==> config.mk <==
export PLATFORM = sky130hd
export DESIGN_NAME = speech_capture_endpointer
export DESIGN_NICKNAME = d
export VERILOG_FILES = /design/src/design/sce_pkg.sv /design/src/design/speech_capture_endpointer.sv /design/src/design/sce_gain.sv /design/src/design/sce_track.sv
export SDC_FILE = /design/constraint.sdc
export NUM_CORES = 1
export LEC_CHECK = 0
export ABC_AREA = 1
export BUFFER_PORTS_ARGS = -buffer_cell sky130_fd_sc_hd__clkbuf_2
export CAP_MARGIN = 15
export CORE_ASPECT_RATIO = 1.2
export CORE_UTILIZATION = 42
export DETAILED_ROUTE_END_ITERATION = 8
export PLACE_DENSITY = 0.54
export SLEW_MARGIN = 25
export SYNTH_ARGS = -nofsm -noshare
export SYNTH_HDL_FRONTEND = slang
export SYNTH_SLANG_ARGS = --single-unit
export TNS_END_PERCENT = 5
==> constraint.sdc <==
create_clock -name clk -period 4.5 [get_ports clk]
set_input_delay 0.225 -clock clk [delete_from_list [all_inputs] [get_ports clk]]
set_output_delay 0.225 -clock clk [all_outputs]
set_load 0.05 [all_outputs]
==> src/design/sce_pkg.sv <==
`timescale 1ns / 1ps
// ----------------------------------------------------------------------------
// sce_pkg
// Shared constants, codes and types of the speech capture endpointer.
// ----------------------------------------------------------------------------
package sce_pkg;

  localparam int MAX_CAPACITY = 1048576;
  localparam int MAX_FRAME    = 4096;

  localparam int SAMPLE_W = 16;
  localparam int GAIN_W   = 8;
  localparam int PROD_W   = 23;
  localparam int CNT_W    = 21;
  localparam int FRAME_W  = 13;
  localparam int ADDR_W   = 20;
  localparam int IDX_W    = 3;
  localparam int IN_W     = 32;
  localparam int OUT_W    = 64;
  localparam int STEP_W   = 5;

  localparam int SAT_POS = 32767;
  localparam int SAT_NEG = 32768;

  // Operation codes carried on the input tuser.
  localparam logic [1:0] OP_SAMPLE = 2'd0;
  localparam logic [1:0] OP_START  = 2'd1;
  localparam logic [1:0] OP_ABORT  = 2'd2;

  // Register indexes on the configuration port.
  localparam logic [IDX_W-1:0] REG_SILENCE_LEVEL  = 3'd0;
  localparam logic [IDX_W-1:0] REG_LEAD_LIMIT     = 3'd1;
  localparam logic [IDX_W-1:0] REG_TRAIL_LIMIT    = 3'd2;
  localparam logic [IDX_W-1:0] REG_MIN_SPEECH     = 3'd3;
  localparam logic [IDX_W-1:0] REG_GAIN_NUM       = 3'd4;
  localparam logic [IDX_W-1:0] REG_GAIN_DEN       = 3'd5;
  localparam logic [IDX_W-1:0] REG_FRAME_LENGTH   = 3'd6;
  localparam logic [IDX_W-1:0] REG_CAPACITY       = 3'd7;

  typedef enum logic [2:0] {
    REC_IDLE      = 3'd0,
    REC_ACTIVE    = 3'd1,
    REC_COMPLETED = 3'd2,
    REC_FAILED    = 3'd3,
    REC_ABORTED   = 3'd4
  } rec_t;

  typedef enum logic [2:0] {
    CAUSE_NONE  = 3'd0,
    CAUSE_TRAIL = 3'd1,
    CAUSE_FULL  = 3'd2,
    CAUSE_LEAD  = 3'd3,
    CAUSE_ABORT = 3'd4,
    CAUSE_EMPTY = 3'd5
  } cause_t;

  // Limits as seen by the capture tracker, frame length and capacity
  // already clamped to their legal range.
  typedef struct packed {
    logic [SAMPLE_W-1:0] level;
    logic [CNT_W-1:0]    lead_limit;
    logic [CNT_W-1:0]    trail_limit;
    logic [CNT_W-1:0]    min_speech;
    logic [FRAME_W-1:0]  flen;
    logic [CNT_W-1:0]    cap;
  } cfg_t;

  typedef struct packed {
    logic                store_enable;
    logic [ADDR_W-1:0]   store_address;
    rec_t                rec_state;
    cause_t              stop_cause;
    logic [CNT_W-1:0]    stored_total;
  } track_out_t;

endpackage

==> src/design/speech_capture_endpointer.sv <==
`timescale 1ns / 1ps
// One beat is handled at a time: a sample beat passes through the serial gain unit and
// then the tracker, while start, abort and unused operations go to the tracker alone.
// The next beat is taken in the cycle after the result is loaded into the output
// register, and a result waits in the hold state while the output is stalled.
// Reset (rst, synchronous, active high) restores the register defaults and idles.
// ----------------------------------------------------------------------------
// speech_capture_endpointer
// Applies a fractional gain to microphone words and runs the capture endpoint
// decision that starts, completes or abandons a recording into a sample store.
// ----------------------------------------------------------------------------
module speech_capture_endpointer (
  input  logic                       clk,
  input  logic                       rst,
  // Input stream.
  input  logic                       s_tvalid,
  output logic                       s_tready,
  input  logic [sce_pkg::IN_W-1:0]   s_tdata,   // raw_word[31:0]
  input  logic [1:0]                 s_tuser,   // operation[1:0]
  // Result stream.
  output logic                       m_tvalid,
  input  logic                       m_tready,
  output logic [sce_pkg::OUT_W-1:0]  m_tdata,   // gained_sample[15:0], store_enable[16],
                                                // store_address[36:17], rec_state[39:37],
                                                // stop_cause[42:40], stored_total[63:43]
  // Configuration writes.
  input  logic                       cfg_we,
  input  logic [sce_pkg::IDX_W-1:0]  cfg_index,
  input  logic [sce_pkg::CNT_W-1:0]  cfg_data
);

  // The controller walks each beat through the gain unit (samples only) and then
  // the tracker. A finished result that cannot yet enter the output register,
  // because the previous one has not been taken, waits in the hold state; the
  // tracker and gain unit keep their outputs steady until the next beat starts.
  typedef enum logic [3:0] {
    S_IDLE  = 4'b0001,
    S_GAIN  = 4'b0010,
    S_TRACK = 4'b0100,
    S_HOLD  = 4'b1000
  } state_t;

  state_t state;

  logic [sce_pkg::SAMPLE_W-1:0] silence_level;
  logic [sce_pkg::CNT_W-1:0]    lead_silence_limit;
  logic [sce_pkg::CNT_W-1:0]    trail_silence_limit;
  logic [sce_pkg::CNT_W-1:0]    min_speech_len;
  logic [sce_pkg::GAIN_W-1:0]   gain_numerator;
  logic [sce_pkg::GAIN_W-1:0]   gain_denominator;
  logic [sce_pkg::FRAME_W-1:0]  frame_length;
  logic [sce_pkg::CNT_W-1:0]    capacity;

  sce_pkg::cfg_t       cfg;
  sce_pkg::track_out_t track_res;

  logic                                accept;
  logic                                is_sample;
  logic                                gain_start;
  logic                                gain_done;
  logic signed [sce_pkg::SAMPLE_W-1:0] gained;
  logic [sce_pkg::SAMPLE_W-1:0]        gained_mag;
  logic                                track_go;
  logic [1:0]                          track_op;
  logic                                track_done;
  logic                                out_free;
  logic                                load;

  // Register file. The tracker sees frame length and capacity already clamped:
  // a zero frame length acts as one sample, and both are capped at their maxima.
  always_ff @(posedge clk) begin
    if (rst) begin
      silence_level       <= sce_pkg::SAMPLE_W'(400);
      lead_silence_limit  <= sce_pkg::CNT_W'(96000);
      trail_silence_limit <= sce_pkg::CNT_W'(64000);
      min_speech_len      <= sce_pkg::CNT_W'(6400);
      gain_numerator      <= sce_pkg::GAIN_W'(5);
      gain_denominator    <= sce_pkg::GAIN_W'(2);
      frame_length        <= sce_pkg::FRAME_W'(512);
      capacity            <= sce_pkg::CNT_W'(960000);
    end else if (cfg_we) begin
      case (cfg_index)
        sce_pkg::REG_SILENCE_LEVEL: silence_level       <= cfg_data[sce_pkg::SAMPLE_W-1:0];
        sce_pkg::REG_LEAD_LIMIT:    lead_silence_limit  <= cfg_data;
        sce_pkg::REG_TRAIL_LIMIT:   trail_silence_limit <= cfg_data;
        sce_pkg::REG_MIN_SPEECH:    min_speech_len      <= cfg_data;
        sce_pkg::REG_GAIN_NUM:      gain_numerator      <= cfg_data[sce_pkg::GAIN_W-1:0];
        sce_pkg::REG_GAIN_DEN:      gain_denominator    <= cfg_data[sce_pkg::GAIN_W-1:0];
        sce_pkg::REG_FRAME_LENGTH:  frame_length        <= cfg_data[sce_pkg::FRAME_W-1:0];
        sce_pkg::REG_CAPACITY:      capacity            <= cfg_data;
        default: begin
        end
      endcase
    end
  end

  always_comb begin
    cfg.level       = silence_level;
    cfg.lead_limit  = lead_silence_limit;
    cfg.trail_limit = trail_silence_limit;
    cfg.min_speech  = min_speech_len;
    if (frame_length == '0) begin
      cfg.flen = sce_pkg::FRAME_W'(1);
    end else if (frame_length > sce_pkg::FRAME_W'(sce_pkg::MAX_FRAME)) begin
      cfg.flen = sce_pkg::FRAME_W'(sce_pkg::MAX_FRAME);
    end else begin
      cfg.flen = frame_length;
    end
    cfg.cap = (capacity > sce_pkg::CNT_W'(sce_pkg::MAX_CAPACITY)) ?
              sce_pkg::CNT_W'(sce_pkg::MAX_CAPACITY) : capacity;
  end

  assign s_tready   = (state == S_IDLE);
  assign accept     = s_tvalid && s_tready;
  assign gain_start = accept && (s_tuser == sce_pkg::OP_SAMPLE);
  assign track_go   = ((state == S_GAIN) && gain_done) ||
                      (accept && (s_tuser != sce_pkg::OP_SAMPLE));
  assign track_op   = (state == S_GAIN) ? sce_pkg::OP_SAMPLE : s_tuser;
  assign out_free   = !m_tvalid || m_tready;
  assign load       = (((state == S_TRACK) && track_done) || (state == S_HOLD)) && out_free;

  sce_gain u_gain (
    .clk    (clk),
    .rst    (rst),
    .start  (gain_start),
    .word   (s_tdata[sce_pkg::IN_W-1:sce_pkg::IN_W-sce_pkg::SAMPLE_W]),
    .num    (gain_numerator),
    .den    (gain_denominator),
    .done   (gain_done),
    .gained (gained),
    .mag    (gained_mag)
  );

  sce_track u_track (
    .clk    (clk),
    .rst    (rst),
    .go     (track_go),
    .op     (track_op),
    .mag    (gained_mag),
    .cfg    (cfg),
    .done   (track_done),
    .result (track_res)
  );

  always_ff @(posedge clk) begin
    if (rst) begin
      state     <= S_IDLE;
      is_sample <= 1'b0;
    end else begin
      case (state)
        S_IDLE: begin
          if (accept) begin
            is_sample <= (s_tuser == sce_pkg::OP_SAMPLE);
            state     <= (s_tuser == sce_pkg::OP_SAMPLE) ? S_GAIN : S_TRACK;
          end
        end
        S_GAIN: begin
          if (gain_done) begin
            state <= S_TRACK;
          end
        end
        S_TRACK: begin
          if (track_done) begin
            state <= out_free ? S_IDLE : S_HOLD;
          end
        end
        S_HOLD: begin
          if (out_free) begin
            state <= S_IDLE;
          end
        end
        default: begin
          state <= S_IDLE;
        end
      endcase
    end
  end

  // Output register: non-sample beats report a zero sample.
  always_ff @(posedge clk) begin
    if (rst) begin
      m_tvalid <= 1'b0;
    end else if (load) begin
      m_tvalid <= 1'b1;
    end else if (m_tready) begin
      m_tvalid <= 1'b0;
    end
  end

  always_ff @(posedge clk) begin
    if (load) begin
      m_tdata <= {track_res.stored_total,
                  track_res.stop_cause,
                  track_res.rec_state,
                  track_res.store_address,
                  track_res.store_enable,
                  is_sample ? gained : sce_pkg::SAMPLE_W'(0)};
    end
  end

endmodule

==> src/design/sce_gain.sv <==
`timescale 1ns / 1ps
// ----------------------------------------------------------------------------
// sce_gain
// Bit-serial gain unit: shift-and-add multiply, restoring divide, saturate.
// ----------------------------------------------------------------------------
module sce_gain (
  input  logic                                clk,
  input  logic                                rst,
  input  logic                                start,
  input  logic [sce_pkg::SAMPLE_W-1:0]        word,
  input  logic [sce_pkg::GAIN_W-1:0]          num,
  input  logic [sce_pkg::GAIN_W-1:0]          den,
  output logic                                done,
  output logic signed [sce_pkg::SAMPLE_W-1:0] gained,
  output logic [sce_pkg::SAMPLE_W-1:0]        mag
);

  typedef enum logic [2:0] {
    G_IDLE = 3'b001,
    G_MUL  = 3'b010,
    G_DIV  = 3'b100
  } gstate_t;

  gstate_t                       state;
  logic                          neg;
  logic [sce_pkg::PROD_W-1:0]    mag_sh;
  logic [sce_pkg::GAIN_W-1:0]    num_sh;
  logic [sce_pkg::PROD_W-1:0]    acc;
  logic [sce_pkg::GAIN_W-1:0]    rem;
  logic [sce_pkg::GAIN_W-1:0]    den_r;
  logic [sce_pkg::STEP_W-1:0]    step;
  logic [sce_pkg::GAIN_W:0]      trial;
  logic                          fits;
  logic [sce_pkg::SAMPLE_W-1:0]  sat_mag;

  assign trial = {rem, acc[sce_pkg::PROD_W-1]};
  assign fits  = trial >= {1'b0, den_r};

  always_ff @(posedge clk) begin
    if (rst) begin
      state <= G_IDLE;
      done  <= 1'b0;
      step  <= '0;
    end else begin
      done <= 1'b0;
      case (state)
        G_IDLE: begin
          if (start) begin
            neg    <= word[sce_pkg::SAMPLE_W-1];
            mag_sh <= {{(sce_pkg::PROD_W-sce_pkg::SAMPLE_W){1'b0}},
                       word[sce_pkg::SAMPLE_W-1] ? sce_pkg::SAMPLE_W'(~word + 1'b1) : word};
            num_sh <= num;
            den_r  <= (den == '0) ? sce_pkg::GAIN_W'(1) : den;
            acc    <= '0;
            step   <= '0;
            state  <= G_MUL;
          end
        end
        G_MUL: begin
          if (num_sh[0]) begin
            acc <= acc + mag_sh;
          end
          mag_sh <= {mag_sh[sce_pkg::PROD_W-2:0], 1'b0};
          num_sh <= {1'b0, num_sh[sce_pkg::GAIN_W-1:1]};
          if (step == sce_pkg::STEP_W'(sce_pkg::GAIN_W - 1)) begin
            step  <= '0;
            rem   <= '0;
            state <= G_DIV;
          end else begin
            step <= step + 1'b1;
          end
        end
        G_DIV: begin
          // The quotient shifts in from the bottom as the dividend leaves the top.
          if (fits) begin
            rem <= sce_pkg::GAIN_W'(trial - {1'b0, den_r});
          end else begin
            rem <= trial[sce_pkg::GAIN_W-1:0];
          end
          acc <= {acc[sce_pkg::PROD_W-2:0], fits};
          if (step == sce_pkg::STEP_W'(sce_pkg::PROD_W - 1)) begin
            step  <= '0;
            done  <= 1'b1;
            state <= G_IDLE;
          end else begin
            step <= step + 1'b1;
          end
        end
        default: begin
          state <= G_IDLE;
        end
      endcase
    end
  end

  always_comb begin
    if (neg) begin
      sat_mag = (acc > sce_pkg::PROD_W'(sce_pkg::SAT_NEG)) ?
                sce_pkg::SAMPLE_W'(sce_pkg::SAT_NEG) : acc[sce_pkg::SAMPLE_W-1:0];
    end else begin
      sat_mag = (acc > sce_pkg::PROD_W'(sce_pkg::SAT_POS)) ?
                sce_pkg::SAMPLE_W'(sce_pkg::SAT_POS) : acc[sce_pkg::SAMPLE_W-1:0];
    end
  end

  assign mag    = sat_mag;
  assign gained = neg ? $signed(sce_pkg::SAMPLE_W'(~sat_mag + 1'b1)) : $signed(sat_mag);

endmodule

==> src/design/sce_track.sv <==
`timescale 1ns / 1ps
// ----------------------------------------------------------------------------
// sce_track
// Capture state, store addressing and the frame-end speech decision.
// ----------------------------------------------------------------------------
module sce_track (
  input  logic                         clk,
  input  logic                         rst,
  input  logic                         go,
  input  logic [1:0]                   op,
  input  logic [sce_pkg::SAMPLE_W-1:0] mag,
  input  sce_pkg::cfg_t                cfg,
  output logic                         done,
  output sce_pkg::track_out_t          result
);

  typedef enum logic [2:0] {
    T_IDLE   = 3'b001,
    T_ADD    = 3'b010,
    T_DECIDE = 3'b100
  } tstate_t;

  tstate_t                       state;
  sce_pkg::rec_t                 status;
  sce_pkg::cause_t               reason;
  logic [sce_pkg::CNT_W-1:0]     wi;
  logic [sce_pkg::FRAME_W-1:0]   fpos;
  logic [sce_pkg::FRAME_W-1:0]   fstored;
  logic [sce_pkg::SAMPLE_W-1:0]  peak;
  logic                          seen;
  logic [sce_pkg::CNT_W-1:0]     speech_cnt;
  logic [sce_pkg::CNT_W-1:0]     silence_cnt;
  logic [sce_pkg::CNT_W-1:0]     lead_cnt;
  logic                          en;
  logic [sce_pkg::ADDR_W-1:0]    addr;
  logic                          br_lead;
  logic                          br_trail;
  logic                          short_frame;

  logic [sce_pkg::FRAME_W-1:0]   fpos_inc;
  logic [sce_pkg::CNT_W-1:0]     n_ext;
  logic                          lead_hit;
  logic                          trail_hit;

  assign fpos_inc  = fpos + 1'b1;
  assign n_ext     = {{(sce_pkg::CNT_W-sce_pkg::FRAME_W){1'b0}}, fstored};
  assign lead_hit  = br_lead && (lead_cnt >= cfg.lead_limit);
  assign trail_hit = br_trail && (speech_cnt >= cfg.min_speech) &&
                     (silence_cnt >= cfg.trail_limit);

  always_ff @(posedge clk) begin
    if (rst) begin
      state       <= T_IDLE;
      done        <= 1'b0;
      status      <= sce_pkg::REC_IDLE;
      reason      <= sce_pkg::CAUSE_NONE;
      wi          <= '0;
      fpos        <= '0;
      fstored     <= '0;
      peak        <= '0;
      seen        <= 1'b0;
      speech_cnt  <= '0;
      silence_cnt <= '0;
      lead_cnt    <= '0;
      en          <= 1'b0;
      addr        <= '0;
      br_lead     <= 1'b0;
      br_trail    <= 1'b0;
      short_frame <= 1'b0;
    end else begin
      done <= 1'b0;
      case (state)
        T_IDLE: begin
          if (go) begin
            en   <= 1'b0;
            addr <= '0;
            done <= 1'b1;
            case (op)
              sce_pkg::OP_SAMPLE: begin
                if (status == sce_pkg::REC_ACTIVE) begin
                  if (wi < cfg.cap) begin
                    en      <= 1'b1;
                    addr    <= wi[sce_pkg::ADDR_W-1:0];
                    wi      <= wi + 1'b1;
                    fstored <= fstored + 1'b1;
                    if (mag > peak) begin
                      peak <= mag;
                    end
                  end
                  fpos <= fpos_inc;
                  if (fpos_inc >= cfg.flen) begin
                    done  <= 1'b0;
                    state <= T_ADD;
                  end
                end
              end
              sce_pkg::OP_START: begin
                if (status != sce_pkg::REC_ACTIVE) begin
                  wi          <= '0;
                  fpos        <= '0;
                  fstored     <= '0;
                  peak        <= '0;
                  seen        <= 1'b0;
                  speech_cnt  <= '0;
                  silence_cnt <= '0;
                  lead_cnt    <= '0;
                  reason      <= sce_pkg::CAUSE_NONE;
                  status      <= sce_pkg::REC_ACTIVE;
                end
              end
              sce_pkg::OP_ABORT: begin
                if (status == sce_pkg::REC_ACTIVE) begin
                  fpos        <= '0;
                  fstored     <= '0;
                  peak        <= '0;
                  seen        <= 1'b0;
                  speech_cnt  <= '0;
                  silence_cnt <= '0;
                  lead_cnt    <= '0;
                  wi          <= '0;
                  status      <= sce_pkg::REC_ABORTED;
                  reason      <= sce_pkg::CAUSE_ABORT;
                end
              end
              default: begin
              end
            endcase
          end
        end
        T_ADD: begin
          fpos        <= '0;
          fstored     <= '0;
          peak        <= '0;
          br_lead     <= 1'b0;
          br_trail    <= 1'b0;
          short_frame <= fstored < cfg.flen;
          if (fstored == '0) begin
            // Nothing stored in the frame: the store was already full.
            seen        <= 1'b0;
            speech_cnt  <= '0;
            silence_cnt <= '0;
            lead_cnt    <= '0;
            if (wi != '0) begin
              status <= sce_pkg::REC_COMPLETED;
              reason <= sce_pkg::CAUSE_FULL;
            end else begin
              status <= sce_pkg::REC_FAILED;
              reason <= sce_pkg::CAUSE_EMPTY;
            end
            done  <= 1'b1;
            state <= T_IDLE;
          end else begin
            if (!seen) begin
              if (peak >= cfg.level) begin
                seen        <= 1'b1;
                speech_cnt  <= speech_cnt + n_ext;
                silence_cnt <= '0;
              end else begin
                lead_cnt <= lead_cnt + n_ext;
                br_lead  <= 1'b1;
              end
            end else begin
              speech_cnt <= speech_cnt + n_ext;
              if (peak < cfg.level) begin
                silence_cnt <= silence_cnt + n_ext;
              end else begin
                silence_cnt <= '0;
              end
              br_trail <= 1'b1;
            end
            state <= T_DECIDE;
          end
        end
        T_DECIDE: begin
          if (lead_hit || trail_hit || short_frame) begin
            seen        <= 1'b0;
            speech_cnt  <= '0;
            silence_cnt <= '0;
            lead_cnt    <= '0;
          end
          if (lead_hit) begin
            wi     <= '0;
            status <= sce_pkg::REC_ABORTED;
            reason <= sce_pkg::CAUSE_LEAD;
          end else if (trail_hit || short_frame) begin
            if (wi != '0) begin
              status <= sce_pkg::REC_COMPLETED;
              reason <= trail_hit ? sce_pkg::CAUSE_TRAIL : sce_pkg::CAUSE_FULL;
            end else begin
              status <= sce_pkg::REC_FAILED;
              reason <= sce_pkg::CAUSE_EMPTY;
            end
          end
          done  <= 1'b1;
          state <= T_IDLE;
        end
        default: begin
          state <= T_IDLE;
        end
      endcase
    end
  end

  assign result.store_enable  = en;
  assign result.store_address = addr;
  assign result.rec_state     = status;
  assign result.stop_cause    = reason;
  assign result.stored_total  = wi;

endmodule

==> flow_metrics.tcl, run 1 <==
set metrics [dict create \
    outcome "finished, final reports clean" \
    grt_pass1_wl_um 125000 \
    max_stage_delay_ns 0.42 \
    required_ns 4.98 \
    holdBufCountCts 6 \
    finalCritPeriodShare_pct 81.5 \
    cts_made_buffers 49 \
    place_area_sq_mm 0.0278 \
    area_growth_pct 11.8 \
    finalHoldWorstSlack_ns 0.0333 \
    hold_viol 0 \
    vias 24015 \
    syn_inst 3619 \
    first_pass_iters 5 \
    internal_power_mw 7.09 \
    cp_cell_sequence "nor2_1 > nand2_1 > nor2_1 > nand3_1 > nand2_1 > nand2_1 > ha_1 > a21oi_1 > o21ai_0 > nand2_1 > o211ai_1 > a21oi_1 > nand2_1 > nand2_2 > buf_4 > nand2_2 > o21ai_0 > a21oi_1" \
    startpoint "capacity[6]$_SDFFE_PP0P_" \
    synth_area_leaders "dfxtp_1 23%, edfxtp_1 15%, nand2_1 12%" \
    die_w_um 231 \
    synthArstFlopShare_pct 0 \
    synth_fp_nets 3908 \
    finalSetupTns_ns 0 \
    gp_congestion 0.904 \
    ant_nets 0 \
    cts_buffer_depth 3 \
    die-area_sq_mm 0.0638 \
    seqPwrFrac_pct 43.9 \
    layout_min_cycle_time_ns 3.67 \
    total_power_mw 10.1 \
    cts_setup_buffers 0 \
    r2r_cells 18 \
    skew_ns 0.0203 \
    cts-root-buf "clkbuf_16" \
    io_pins 129 \
    maxSlewHeadroom_pct 39.4 \
    clkTransAtPathRegs_ns 0.06 \
    rr_startpoint "capacity[6]$_SDFFE_PP0P_" \
    antennaDiodeCount 0 \
    fillCellCount 6264 \
    yosysTopAreaCellShare_pct 23.1 \
    overflow 0 \
    p_per_area_mw_per_mm2 342 \
    cts_tree "yes" \
    ys_types 64 \
    finalNetCount 3996 \
    peakVddDrop_uv 246 \
    yosysWarnings 0 \
    core-area_sq_mm 0.0621 \
    cp_common_cell "nand2_1" \
    syn_avg_cell_area_sq_um 7.29 \
    end_kind "flip-flop" \
    maxCapViolCount 0 \
    setup_violations 0 \
    swShare_pct 29.6 \
    antenna_found_initial 1 \
    power_switching_mw 2.99 \
    wl_per_cell_um 17.2 \
    drive_gt1_share_pct 7.39 \
    p_leak_nw 13.3 \
    route.detailed.drc 0 \
    cts_resized 0 \
    r2r_slack_ns 0.83 \
    ys_ff_latch 440 \
    clkPwrFrac_pct 40.7 \
    start_kind "flip-flop" \
    wl_um 78700 \
    slew_violations 0 \
    crit_path_max_fanout 27 \
    viasPerCell 5.26 \
    design_area_sq_mm 0.0295 \
    cts_num_sinks 440 \
    place_hpwl_um 57700 \
    combPwrFrac_pct 15.4 \
    final_common_cell "nand2_1" \
    clock.fmax_mhz 273 \
    rsz0062_at_grt "false" \
    die_y_um 277 \
    arrival_ns 4.15 \
    io_buffers 112 \
    synth_ff_type "dfxtp_1" \
    crit_type "flip-flop to flip-flop" \
    timing.rr.end "u_track.fstored[10]$_SDFFE_PP0P_" \
    min_path_type "input port to flip-flop" \
    netlist_area_sq_mm 0.0264 \
    track_usage_pct 24.5 \
    slowest_stage "nand2_1" \
    clkLatencyLatePin_ns 0.61 \
    drt_iter0_drc 1295 \
    max_slew.worst_pin.slew_ns 0.908 \
    rows 100 \
    ys_seq_area_share_pct 38.5 \
    yosysTopAreaCell "dfxtp_1" \
    layout_common_cells "833 x nand2_1, 439 x nor2_1, 427 x inv_1" \
    start_util_pct 42.5 \
    h-tree-depth 2 \
    critPathCapture "u_track.fstored[10]$_SDFFE_PP0P_" \
    grt_start_max_net_pins 122 \
    grt_pass1_vias 23315 \
    synth_edf_count 135 \
]
[registers in the layout, indices dropped and copies added (netlist names), 4 cells and up]
signal and cells:
u_gain.acc 23, lead_silence_limit 21, silence_level 16, u_track.speech_cnt 21, frame_length 13, u_track.wi 21
gain_numerator 8, u_track.fstored 13, m_tdata 64, u_gain.step 5, gain_denominator 8, u_gain.rem 8
trail_silence_limit 21, u_gain.den_r 8, state 4, capacity 21, u_track.silence_cnt 21, min_speech_len 21
u_track.fpos 13, u_gain.mag_sh 23, u_track.peak 16, u_track.lead_cnt 21, u_gain.num_sh 8, u_track.addr 20
[cells by family after synthesis]
| family | after synthesis | share of synthesized area (%) |
|---|---|---|
| AO/OA/AOI/OAI | 675 | 14.0 |
| flip-flops | 440 | 38.5 |
| AND/OR/NAND/NOR | 1652 | 26.3 |
| XOR/XNOR | 68 | 2.26 |
| buffers and inverters | 558 | 8.11 |
| adder cells (fa/ha/maj) | 226 | 10.9 |
[power by group through the flow]
stage / combinational, mW / clock, mW / sequential (mW)
floorplan: 1.03 / 0 / 4.53
global placement: 1.51 / 0 / 4.51
detailed placement: 1.54 / 0 / 4.51
CTS: 1.55 / 4.20 / 4.43
global route: 1.75 / 4.34 / 4.44
finish: 1.55 / 4.10 / 4.43
[critical path, delay by kind of cell (launching register included)]
family | cells | cell delay [ns]
and+or+nand+nor | 10 | 1.63
AOI/OAI and AO/OA | 6 | 0.87
adders and majority gates | 1 | 0.31
buffers and inverters | 1 | 0.39
DFF | 1 | 0.33
[cells in the mapped netlist, types with 9 or more instances]
master,n
buf_2,25
nand2_1,833
ha_1,221
a21o_1,14
xor2_1,47
a22oi_1,9
nand4_1,97
inv_1,427
nand3_1,192
clkbuf_1,89
nor2_1,442
o211ai_1,26
a21oi_1,316
o21ai_0,239
nor3_1,39
dfxtp_1,305
xnor2_1,21
a31oi_1,11
edfxtp_1,135
o22ai_1,10
a211oi_1,9
[stage by stage]
step,utilization [%],cells,setup WS [ns]
global placement,44.8,4466,0.869
detailed placement,44.8,4466,0.837
finish,47.5,4564,0.831
global route,47.5,4564,0.363
CTS,47.5,4564,0.782
floorplan,-,3619,0.487
[how the worst min path moves through the flow]
stage,cells past startpoint,end,startpoint
after global placement,0,m_tdata[17]$_DFFE_PP_,u_track.addr[0]$_SDFFE_PP0P_
after detailed placement,0,m_tdata[25]$_DFFE_PP_,u_track.addr[8]$_SDFFE_PP0P_
final,3,capacity[17]$_SDFFE_PP1P_,cfg_data[17]
after CTS,3,capacity[18]$_SDFFE_PP1P_,cfg_data[18]
after global routing,3,capacity[18]$_SDFFE_PP1P_,cfg_data[18]
after floorplan,0,u_gain.neg$_DFFE_PP_,s_tdata[31]
[area by class of cell]
class | count | area, sq um | share of cell area, %
Clock buffer | 66 | 1380 | 4.68
Tap cell | 816 | 1020 | 3.46
Timing Repair Buffer | 161 | 958 | 3.25
Clock inverter | 26 | 235 | 0.797
Multi-Input combinational cell | 2621 | 14100 | 47.8
Sequential cell | 440 | 10200 | 34.4
Inverter | 434 | 1630 | 5.54
[layer usage]
metal	track usage (%)	wire length [um]	vias to the layer above
li1	-	-	12239
met4	8.95	2820	0
met2	43.8	38900	451
met1	30.0	34200	11189
met3	2.68	2740	136
met5	0	0	-
No activity file was read; power rests on OpenSTA's default activity.
==> run 2, diff against run 1 <==
Settings changed: PLACE_DENSITY 0.54 to 0.56.
Clock period 4.5 ns to 3.2 ns, I/O delays scaled along.
==> run 2 against run 1 <==
Sequential cell count stayed put. Global-route usage fell by 0.85 points. Setup slack worse by 0.53 ns. Core utilization increased by 1.2 points. Clock power up 39%. Highest routed layer unchanged.
==> flow_metrics.tcl, run 2 (synthesized netlist as in run 1, its figures left out) <==
set metrics [dict create \
    die-area_sq_mm 0.0638 \
    grt_start_max_net_pins 134 \
    crit_type "flip-flop to flip-flop" \
    instances_no_fill 4642 \
    fillCellCount 6385 \
    ant_nets 0 \
    die_w_um 231 \
    gp_congestion 0.890 \
    end_kind "flip-flop" \
    wl_per_cell_um 16.4 \
    cts_buffer_depth 3 \
    cts_num_sinks 440 \
    first_pass_iters 5 \
    clkLatencyLatePin_ns 0.60 \
    die_y_um 277 \
    grt_pass1_vias 22564 \
    drt_iter0_drc 1428 \
    largest_reg_flops 64 \
    slew_violations 0 \
    h-tree-depth 2 \
    min_path_type "input port to flip-flop" \
    cts_made_buffers 49 \
    drive_gt1_share_pct 9.07 \
    cts_tree "yes" \
    skew_ns 0.0186 \
    route.detailed.drc 0 \
    grt_pass1_wl_um 121000 \
    core-area_sq_mm 0.0621 \
    total_power_mw 14.2 \
    crit_path_max_fanout 22 \
    place_hpwl_um 56100 \
    antennaDiodeCount 0 \
    hold_viol 0 \
    maxCapViolCount 0 \
    overflow 0 \
    start_kind "flip-flop" \
    peakVddDrop_uv 418 \
    layout_min_cycle_time_ns 2.90 \
    wl_um 76200 \
    setup_violations 0 \
    layout_common_cells "831 x nand2_1, 434 x nor2_1, 427 x inv_1" \
    finalNetCount 4074 \
    vias 23735 \
    clkTransAtPathRegs_ns 0.07 \
    area_growth_pct 14.7 \
    rows 100 \
    max_slew.worst_pin.slew_ns 0.901 \
    r2r_slack_ns 0.30 \
    io_buffers 112 \
    finalSetupTns_ns 0 \
    regMostFlops "m_tdata" \
    antenna_found_initial 2 \
    largest_registers "m_tdata x64, u_gain.acc x23, u_gain.mag_sh x23" \
    required_ns 3.70 \
    clock.fmax_mhz 344 \
    cts-root-buf "clkbuf_16" \
    viasPerCell 5.11 \
    final_common_cell "nand2_1" \
    finalCritPeriodShare_pct 90.7 \
    io_pins 129 \
    start_util_pct 42.5 \
    maxSlewHeadroom_pct 39.9 \
    track_usage_pct 23.6 \
    arrival_ns 3.41 \
    p_per_area_mw_per_mm2 469 \
    dp.cells 4522 \
    outcome "finished, final reports clean" \
    p_leak_nw 13.7 \
]
-- run 2: cell types whose count changed in the layout (fill, tap and decap cells not counted), sizes merged --
cell / before / now
bufinv: 3 / 4
inv: 436 / 435
buf: 44 / 106
clkinv: 19 / 16
clkinvlp: 2 / 4
nand3: 198 / 199
clkbuf: 177 / 178
dlygate4sd3: 6 / 21
-- run 2: path summary, 6_finish.rpt --
path,start,end,cells after the start
min reg2reg,u_track.reason[0]$_SDFFE_PP0P_,m_tdata[40]$_DFFE_PP_,0
max reg2reg,u_gain.acc[17]$_DFFE_PP_,u_track.peak[2]$_SDFFE_PP0P_,20
min,cfg_data[13],lead_silence_limit[13]$_SDFFE_PP1P_,3
max,u_gain.acc[17]$_DFFE_PP_,u_track.peak[2]$_SDFFE_PP0P_,20
-- run 2: area by class of cell --
type                       instances  area (sq um)  share of cell area, %
timing repair buffer             238          1670                   5.50
inverter                         434          1630                   5.40
multi-input combinational       2622         14200                   46.9
tap                              816          1020                   3.37
clock inverter                    25           262                  0.864
sequential                       440         10200                   33.6
clock buffer                      67          1330                   4.41
-- run 2: what timing repair did --
action,4_1_cts,5_1_grt
hold endpoints to repair,30,0
hold buffers,21,0
setup endpoints to repair,0,52
resized for setup,0,21
setup buffers,0,6
-- run 2: through the flow --
stage	hold WS, ns	area (sq um)	utilization [%]	setup slack [ns]
floorplan	0.259	26400	-	0.268
global placement	0.410	28300	45.7	0.0945
detailed placement	0.414	28300	45.7	0.0445
CTS	0.00314	30100	48.6	0.0303
global route	0.0143	30300	48.8	-0.0116
finish	0.0183	30300	48.8	0.297
-- run 2: metal layers --
| layer | routed length [um] | global-route usage [%] | vias up |
|---|---|---|---|
| li1 | - | - | 12373 |
| met4 | 2370 | 7.73 | 0 |
| met5 | 0 | 0 | - |
| met2 | 37400 | 41.9 | 357 |
| met1 | 34300 | 29.7 | 10893 |
| met3 | 2160 | 2.44 | 112 |
-- run 2: power breakdown --
| part | total [mW] | internal (mW) | switching (mW) |
|---|---|---|---|
| clock network | 5.71 | 3.26 | 2.44 |
| registers | 6.20 | 6.01 | 0.190 |
| logic | 2.28 | 0.754 | 1.53 |
| total | 14.2 | 10.0 | 4.16 |
-- run 2: critical path, cell delays in order (launching register included) --
cell and delay, ns:
edfxtp_1 0.43, nor2_1 0.11, nand3_1 0.08, nor2_2 0.18, nand2_1 0.15, nand2_1 0.13, buf_12 0.16, nand2_1 0.10
ha_1 0.31, inv_1 0.04, o21bai_1 0.11, nand3_1 0.08, a21oi_1 0.16, o21ai_0 0.10, nand3_1 0.09, nand2_1 0.08
nand2_4 0.11, buf_6 0.14, nand4_1 0.09, nand2_1 0.09, nor2_1 0.04
==> run 3, diff against run 2 <==
Settings changed: SETUP_SLACK_MARGIN set to 0.5.
==> run 3 against run 2 <==
Critical path depth fell by 2. Sequential share of layout area fell by 0.61 points. Combinational power up 2%. Sequential cell count is the same. Non-clock buffer count grew 17. Register-to-register slack improved by 0.15 ns. Wire length up 0.97%. Clock skew rose by 0.0062 ns. Final cell count increased by 0.39%. Sequential power is essentially flat. Setup slack improved by 0.15 ns. Critical path type unchanged. Count of clock-buffer cells in the layout rose by 4.
==> flow_metrics.tcl, run 3 (synthesized netlist as in run 1, its figures left out) <==
set metrics [dict create \
    outcome "finished, final reports clean" \
    grt_pass1_vias 22452 \
    core-area_sq_mm 0.0621 \
    cts_num_sinks 440 \
    largest_reg_flops 64 \
    cts_buffer_depth 3 \
    clock.fmax_mhz 363 \
    antennaDiodeCount 0 \
    rows 100 \
    maxCapViolCount 0 \
    setup_violations 0 \
    end_kind "flip-flop" \
    max_slew.worst_pin.slew_ns 0.928 \
    first_pass_iters 5 \
    track_usage_pct 23.6 \
    maxSlewHeadroom_pct 38.1 \
    finalNetCount 4093 \
    skew_ns 0.0247 \
    total_power_mw 14.5 \
    arrival_ns 3.25 \
    vias 23975 \
    layout_common_cells "812 x nand2_1, 429 x nor2_1, 423 x inv_1" \
    peakVddDrop_uv 363 \
    grt_start_max_net_pins 103 \
    clkTransAtPathRegs_ns 0.06 \
    ant_nets 0 \
    crit_path_max_fanout 33 \
    rsz0062_at_grt "true" \
    hold_viol 0 \
    layout_min_cycle_time_ns 2.75 \
    slew_violations 0 \
    min_path_type "input port to flip-flop" \
    finalSetupTns_ns 0 \
    h-tree-depth 2 \
    gp_congestion 0.897 \
    grt_pass1_wl_um 121000 \
    route.detailed.drc 0 \
    area_growth_pct 17.0 \
    cts-root-buf "clkbuf_16" \
    antenna_found_initial 1 \
    die-area_sq_mm 0.0638 \
    io_buffers 112 \
    fillCellCount 6256 \
    wl_per_cell_um 16.5 \
    die_y_um 277 \
    largest_registers "m_tdata x64, u_gain.acc x23, u_gain.mag_sh x23" \
    overflow 0 \
    crit_type "flip-flop to flip-flop" \
    clkLatencyLatePin_ns 0.61 \
    cts_tree "yes" \
    required_ns 3.70 \
    p_per_area_mw_per_mm2 469 \
    drive_gt1_share_pct 11.1 \
    wl_um 77000 \
    cts_made_buffers 49 \
    regMostFlops "m_tdata" \
    place_hpwl_um 55600 \
    io_pins 129 \
    die_w_um 231 \
    start_kind "flip-flop" \
    start_util_pct 42.5 \
    finalCritPeriodShare_pct 86.0 \
    viasPerCell 5.14 \
    final_common_cell "nand2_1" \
    p_leak_nw 13.9 \
    drt_iter0_drc 1296 \
]
==> run 3: changes by cell type in the layout (fill, tap and decap cells not counted), moves of 5 or more <==
cell / previous run / this run
nand2_1: 831 / 812
buf_4: 97 / 108
nand3_1: 191 / 184
clkbuf_1: 14 / 7
clkbuf_8: 4 / 15
nand3_2: 5 / 10
ha_4: 0 / 5
nor2_1: 434 / 429
nand2_2: 0 / 17
==> run 3: final timing paths <==
kind,from,slack [ns],to,depth (start not counted)
min reg2reg,u_track.addr[15]$_SDFFE_PP0P_,0.43,m_tdata[32]$_DFFE_PP_,0
max reg2reg,capacity[16]$_SDFFE_PP0P_,0.45,u_track.wi[8]$_SDFFE_PP0P_,18
min,cfg_data[20],0.02,trail_silence_limit[20]$_SDFFE_PP0P_,3
max,capacity[16]$_SDFFE_PP0P_,0.45,u_track.wi[8]$_SDFFE_PP0P_,18
==> run 3: cell type report <==
| cell class | instances | area (sq um) | area share (%) |
|---|---|---|---|
| inverter | 434 | 1630 | 5.29 |
| clock inverter | 20 | 234 | 0.758 |
| clock buffer | 71 | 1460 | 4.73 |
| timing repair buffer | 255 | 1880 | 6.08 |
| sequential | 440 | 10200 | 32.9 |
| tap | 816 | 1020 | 3.31 |
| multi-input combinational | 2624 | 14500 | 46.9 |
==> run 3: critical path: stages (launching register included) <==
cell and delay [ns]:
dfxtp_2 0.33, nor2_1 0.10, nor3b_4 0.21, nand3_2 0.13, nand2_4 0.12, buf_12 0.12
nand2_1 0.05, ha_1 0.27, a21oi_1 0.16, o21ai_1 0.08, nand2_1 0.06, o211ai_1 0.09
a21oi_2 0.16, nand2_2 0.10, nand2_4 0.14, nand3_2 0.10, buf_12 0.20, a21oi_1 0.15
nor2_1 0.05
==> run 3: routing by layer <==
metal	routed length [um]	GRT usage, %	share of wire (%)
met5	0	0	0
met4	2410	7.56	3.1
met3	2810	2.50	3.7
met2	37800	41.8	49
met1	33900	29.7	44
==> run 3: what timing repair did <==
item | in CTS | in global routing
endpoints found under the hold margin | 36 | 0
buffers inserted | 16 | 13
pin swaps | 15 | 15
resized for setup | 59 | 32
gates cloned | 4 | 1
hold buffers | 20 | 0
endpoints found under the setup margin | 124 | 172
==> run 3: report_power, final <==
group | total [mW] | switching, mW | internal [mW] | leakage, nW
Sequential | 6.21 | 0.198 | 6.01 | 3.73
Clock | 5.94 | 2.44 | 3.50 | 0.833
Combinational | 2.33 | 1.55 | 0.783 | 9.39
Total | 14.5 | 4.19 | 10.3 | 13.9
==> run 3: metrics by stage <==
stage          std cells  instance area [sq um]  setup slack (ns)  utilization, %  hold slack, ns
2_1_floorplan       3619                  26400             0.355               -           0.259
3_3_place_gp        4515                  28300             0.112            45.6           0.411
3_5_place_dp        4515                  28300            0.0856            45.6           0.415
4_1_cts             4646                  30600             0.358            49.3         0.00603
5_1_grt             4660                  30900             0.184            49.7          0.0110
6_report            4660                  30900             0.446            49.7          0.0238
